$ cat src/rstree_pkg.sv
// ---------------------------------------------------------------------------
// rstree_pkg
// Sizes, codes and controller/datapath interface types for the sum tree.
// ---------------------------------------------------------------------------
package rstree_pkg;

   localparam int LEAF_COUNT  = 1024;
   localparam int LEVELS      = $clog2(LEAF_COUNT);
   localparam int TREE_LEAVES = 1 << LEVELS;
   localparam int TREE_NODES  = 2 * TREE_LEAVES;
   localparam int NODE_W      = LEVELS + 1;   // node index 1 .. TREE_NODES-1
   localparam int SPAN_W      = NODE_W + 1;   // range bound may reach TREE_NODES
   localparam int POS_W       = 11;
   localparam int DATA_W      = 32;

   localparam logic OP_WRITE = 1'b0;
   localparam logic OP_QUERY = 1'b1;

   localparam logic ST_OK  = 1'b0;
   localparam logic ST_BAD = 1'b1;

   typedef struct packed {
      logic capture;
      logic clear_step;
      logic leaf_write;
      logic sib_read;
      logic parent_write;
      logic range_read;
      logic range_accum;
      logic result_load;
   } cmd_type;

   typedef struct packed {
      logic clear_done;
      logic bad_item;
      logic is_query;
      logic node_is_root;
      logic range_empty;
      logic slot_free;
   } stat_type;

endpackage

$ cat src/rstree_ctrl.sv
// ---------------------------------------------------------------------------
// rstree_ctrl
// Sequencer for clearing, leaf update walks and range query walks.
// ---------------------------------------------------------------------------
module rstree_ctrl (
   input  logic                 clock,
   input  logic                 reset,
   input  logic                 req_valid,
   output logic                 req_ready,
   input  rstree_pkg::stat_type stat,
   output rstree_pkg::cmd_type  cmd
);

   localparam logic [3:0] S_CLEAR  = 4'd0;
   localparam logic [3:0] S_IDLE   = 4'd1;
   localparam logic [3:0] S_DECODE = 4'd2;
   localparam logic [3:0] S_W_LEAF = 4'd3;
   localparam logic [3:0] S_W_RD   = 4'd4;
   localparam logic [3:0] S_W_ADD  = 4'd5;
   localparam logic [3:0] S_Q_RD   = 4'd6;
   localparam logic [3:0] S_Q_ACC  = 4'd7;
   localparam logic [3:0] S_DONE   = 4'd8;

   logic [3:0] state_ff;
   logic [3:0] state_in;

   always_comb begin
      state_in  = state_ff;
      cmd       = '0;
      req_ready = 1'b0;
      unique case (state_ff)
         S_CLEAR: begin
            cmd.clear_step = 1'b1;
            if (stat.clear_done) state_in = S_IDLE;
         end
         S_IDLE: begin
            req_ready = 1'b1;
            if (req_valid) begin
               cmd.capture = 1'b1;
               state_in    = S_DECODE;
            end
         end
         S_DECODE: begin
            priority if (stat.bad_item) state_in = S_DONE;
            else if (stat.is_query)     state_in = S_Q_RD;
            else                        state_in = S_W_LEAF;
         end
         S_W_LEAF: begin
            cmd.leaf_write = 1'b1;
            state_in       = S_W_RD;
         end
         S_W_RD: begin
            if (stat.node_is_root) begin
               state_in = S_DONE;
            end else begin
               cmd.sib_read = 1'b1;
               state_in     = S_W_ADD;
            end
         end
         S_W_ADD: begin
            cmd.parent_write = 1'b1;
            state_in         = S_W_RD;
         end
         S_Q_RD: begin
            if (stat.range_empty) begin
               state_in = S_DONE;
            end else begin
               cmd.range_read = 1'b1;
               state_in       = S_Q_ACC;
            end
         end
         S_Q_ACC: begin
            cmd.range_accum = 1'b1;
            state_in        = S_Q_RD;
         end
         S_DONE: begin
            if (stat.slot_free) begin
               cmd.result_load = 1'b1;
               state_in        = S_IDLE;
            end
         end
         default: state_in = S_CLEAR;
      endcase
   end

   always_ff @(posedge clock) begin
      if (reset) begin
         state_ff <= S_CLEAR;
      end else begin
         state_ff <= state_in;
      end
   end

endmodule

$ cat config.mk
export PLATFORM = sky130hd
export DESIGN_NAME = rstree_ctrl
export DESIGN_NICKNAME = d
export VERILOG_FILES = /design/src/rstree_pkg.sv /design/src/rstree_ctrl.sv
export SDC_FILE = /design/constraint.sdc
export NUM_CORES = 1
export LEC_CHECK = 0
export BUFFER_PORTS_ARGS = -buffer_cell sky130_fd_sc_hd__buf_2
export CAP_MARGIN = 25
export CORE_AREA = 10 10 47 49
export DETAILED_ROUTE_END_ITERATION = 8
export DIE_AREA = 0 0 57 59
export HOLD_SLACK_MARGIN = 0.1
export SLEW_MARGIN = 20
export SYNTH_ARGS = -nofsm -noshare
export SYNTH_HDL_FRONTEND = slang
export SYNTH_SLANG_ARGS = --single-unit
$ cat constraint.sdc
create_clock -name clock -period 2.6 [get_ports clock]
set_input_delay 0.39 -clock clock [delete_from_list [all_inputs] [get_ports clock]]
set_output_delay 0.39 -clock clock [all_outputs]
set_load 0.05 [all_outputs]
==> run metrics <==
outcome complete, no violations; layout cells sized above 1 0.373; P_leak 0.201 nW; endpoint class of the critical path output pin; first-pass GRT wire length ~1700 um; Max clock buf depth 2; GRT overflow 0; Ys Warns 0; Final TNS setup 0 ns; Multi-input gate area between 200 and 300 sq um; TritonCTS buffer count 3; wire length per cell 12.7 um; IO buf count 17; Iter 0 DRT Violations 4; cells after synthesis 51; Routed Antenna Nets 0; register area share after synthesis 0.203; CP delay by family, top flip-flops; top post-synthesis cells by area dfxtp_1, nor3_1, nand2b_1; largest net degree at the start of global routing 15; H-Tree Level Count 1; final instance area ~500 sq um; dpl hpwl 861 um; largest family of logic cells by synthesized area simple AND/OR/NAND/NOR gates; DRC Markers 0; Hold Path Class primary input to flip-flop; share of total power in sequential cells 0.276; GPL Wtd Cong 0.785; fin crit share 0.765; CTS Root Cell clkbuf_4; commonest non-fill, non-tap cell in the layout buf_2; top flop regs state_ff x4; post-cts resize count 0; CP max stage delay 0.62 ns; post-synthesis simple-gate area fraction 0.400; Avg Synthesized Cell Area 7.73 sq um; diodes inserted 0; Synth Area in Adders 0; CTS Hold Bufs 0; PD cells roughly 850 mW/mm^2; vias in the first global route 408; slowest CP cell dfxtp_1; vias per cell 5.16; Cell Int Power 0.000211 W; post-synthesis mux area share 0.0254; Layout Nets 78; first-pass iteration count of the detailed router 3; Setup Viol. Count Final 0; GRT Total Usage 0.0623; CP Cell Sequence nand2b_1 -> nor3_1 -> buf_2; Gate power share 0.551; Slew Limit Fails 0; Crit path buffers/inverters 1; Post-Route WL 1050 um; kind of critical path flip-flop to output pin; Yosys cell types 31; Yosys top cell area share 0.203; clock latency on the worst-skew pair 0.23 ns; Net Switching between 0.0002 and 0.00025 W; Yosys top cell by area dfxtp_1; Worst Skew around 0.00061 ns; die area 0.00336 sq mm; Clock power frac 0.173; max reg flops 4; maximum clock rate approximately 500 MHz; synthesized flop and latch total 4; Reg with most FFs state_ff; CTS Sinks 4; Sw Ratio 0.500; CP required 2.21 ns; Post-Syn Area between 300 and 400 sq um; maximum VDD drop 0.000382 V; Max Cap Viol 0; Startpoint Class flip-flop; Critical Path Fanout Max 14; Crit path arrival time 1.60 ns; Fill cells 155; Critical Path Source state_ff[2]; io pins 18; RSZ-0062 raised after global routing false; Synth Area in Compound Gates 0.257; Slew @ Worst Pin just under 0.5 ns; die width 57 um; Synthesized Nets 60; initial antenna violation count 0; area delta synth->final 26.3%; Synth Area in XOR/XNOR 0.0222; normalized max-slew margin 0.669; vias post-DR around 430; fin worst setup slack 0.611 ns; min-delay src reset; height of the die 59 um; Sequential Area about 80 sq um; cell row count 14; most frequent cells in the layout buf_2, nor3_1, nor2_1, dfxtp_1; Fin. Hold Viols 0; Worst-path clk slew around 0.04 ns; DP Area 475 sq um; Tmin final 1.99 ns; Initial Utilization 0.281; r2r startpoint state_ff[3]; core area about 0.0014 sq mm; Setup WS pre-CTS 0.844 ns; CTS tree done; Post-CTS Setup Bufs 0
-- worst reg2reg max path, cell delays in order, from the launching register on --
cell and delay [ns]:
dfxtp_1 0.55, nand2b_1 0.27, nor3_1 0.08, or3_1 0.40
a22o_1 0.22
-- per-stage QoR --
step                      total power (W)  utilization  hold WS [ns]  cells
after global placement           0.000351        0.339         0.648     80
after detailed placement         0.000351        0.339         0.651     80
after CTS                        0.000429        0.355         0.405     83
final                            0.000423        0.355         0.413     83
after floorplan                  0.000306            -         0.466     51
after global routing             0.000455        0.355         0.413     83
-- routing by layer --
layer	up-vias	part of all wire	GRT usage
met4	0	0	0.0201
met5	-	0	0
li1	224	-	-
met3	0	0.083	0.0343
met1	191	0.53	0.0797
met2	13	0.39	0.0853
-- synth_stat cells, drive strengths merged --
master / n
nor3: 7
nor2: 5
buf: 4
dfxtp: 4
nand2b: 3
a31oi: 2
and2: 2
inv: 2
nand2: 2
nor4: 2
a2111oi: 1
a211oi: 1
a21o: 1
a21oi: 1
a22o: 1
a22oi: 1
a2bb2oi: 1
mux2i: 1
nor2b: 1
nor3b: 1
nor4b: 1
o21a: 1
o22a: 1
o31ai: 1
or2b: 1
or3: 1
or4: 1
xnor2: 1
-- worst paths after layout --
check | endpoint | slack, ns | depth (start not counted)
setup / recovery | cmd[2] | 0.61 | 3
hold / removal | state_ff[3] | 0.41 | 2
setup reg to reg | state_ff[0] | 0.97 | 4
hold reg to reg | state_ff[2] | 0.68 | 1
-- logic make-up after synthesis --
family	after synthesis
AND/OR/NAND/NOR	27
AO/OA/AOI/OAI	12
buffers and inverters	6
flip-flops	4
XOR/XNOR	1
multiplexers	1
-- final cells by class --
class / count / share of cell area
Sequential cell: 4 / 0.161
Inverter: 2 / 0.0151
Clock buffer: 3 / 0.0452
Tap cell: 16 / 0.0402
Timing Repair Buffer: 17 / 0.171
Multi-Input combinational cell: 41 / 0.568
-- power by group through the flow --
stage / Sequential [W] / Combinational [W] / Clock [W]
after global placement: 0.000117 / 0.000234 / 0
final: 0.000117 / 0.000233 / 0.0000731
after CTS: 0.000116 / 0.000235 / 0.0000784
after global routing: 0.000121 / 0.000250 / 0.0000837
after floorplan: 0.0000848 / 0.000221 / 0
after detailed placement: 0.000117 / 0.000235 / 0
No activity file was read; power rests on OpenSTA's default activity.
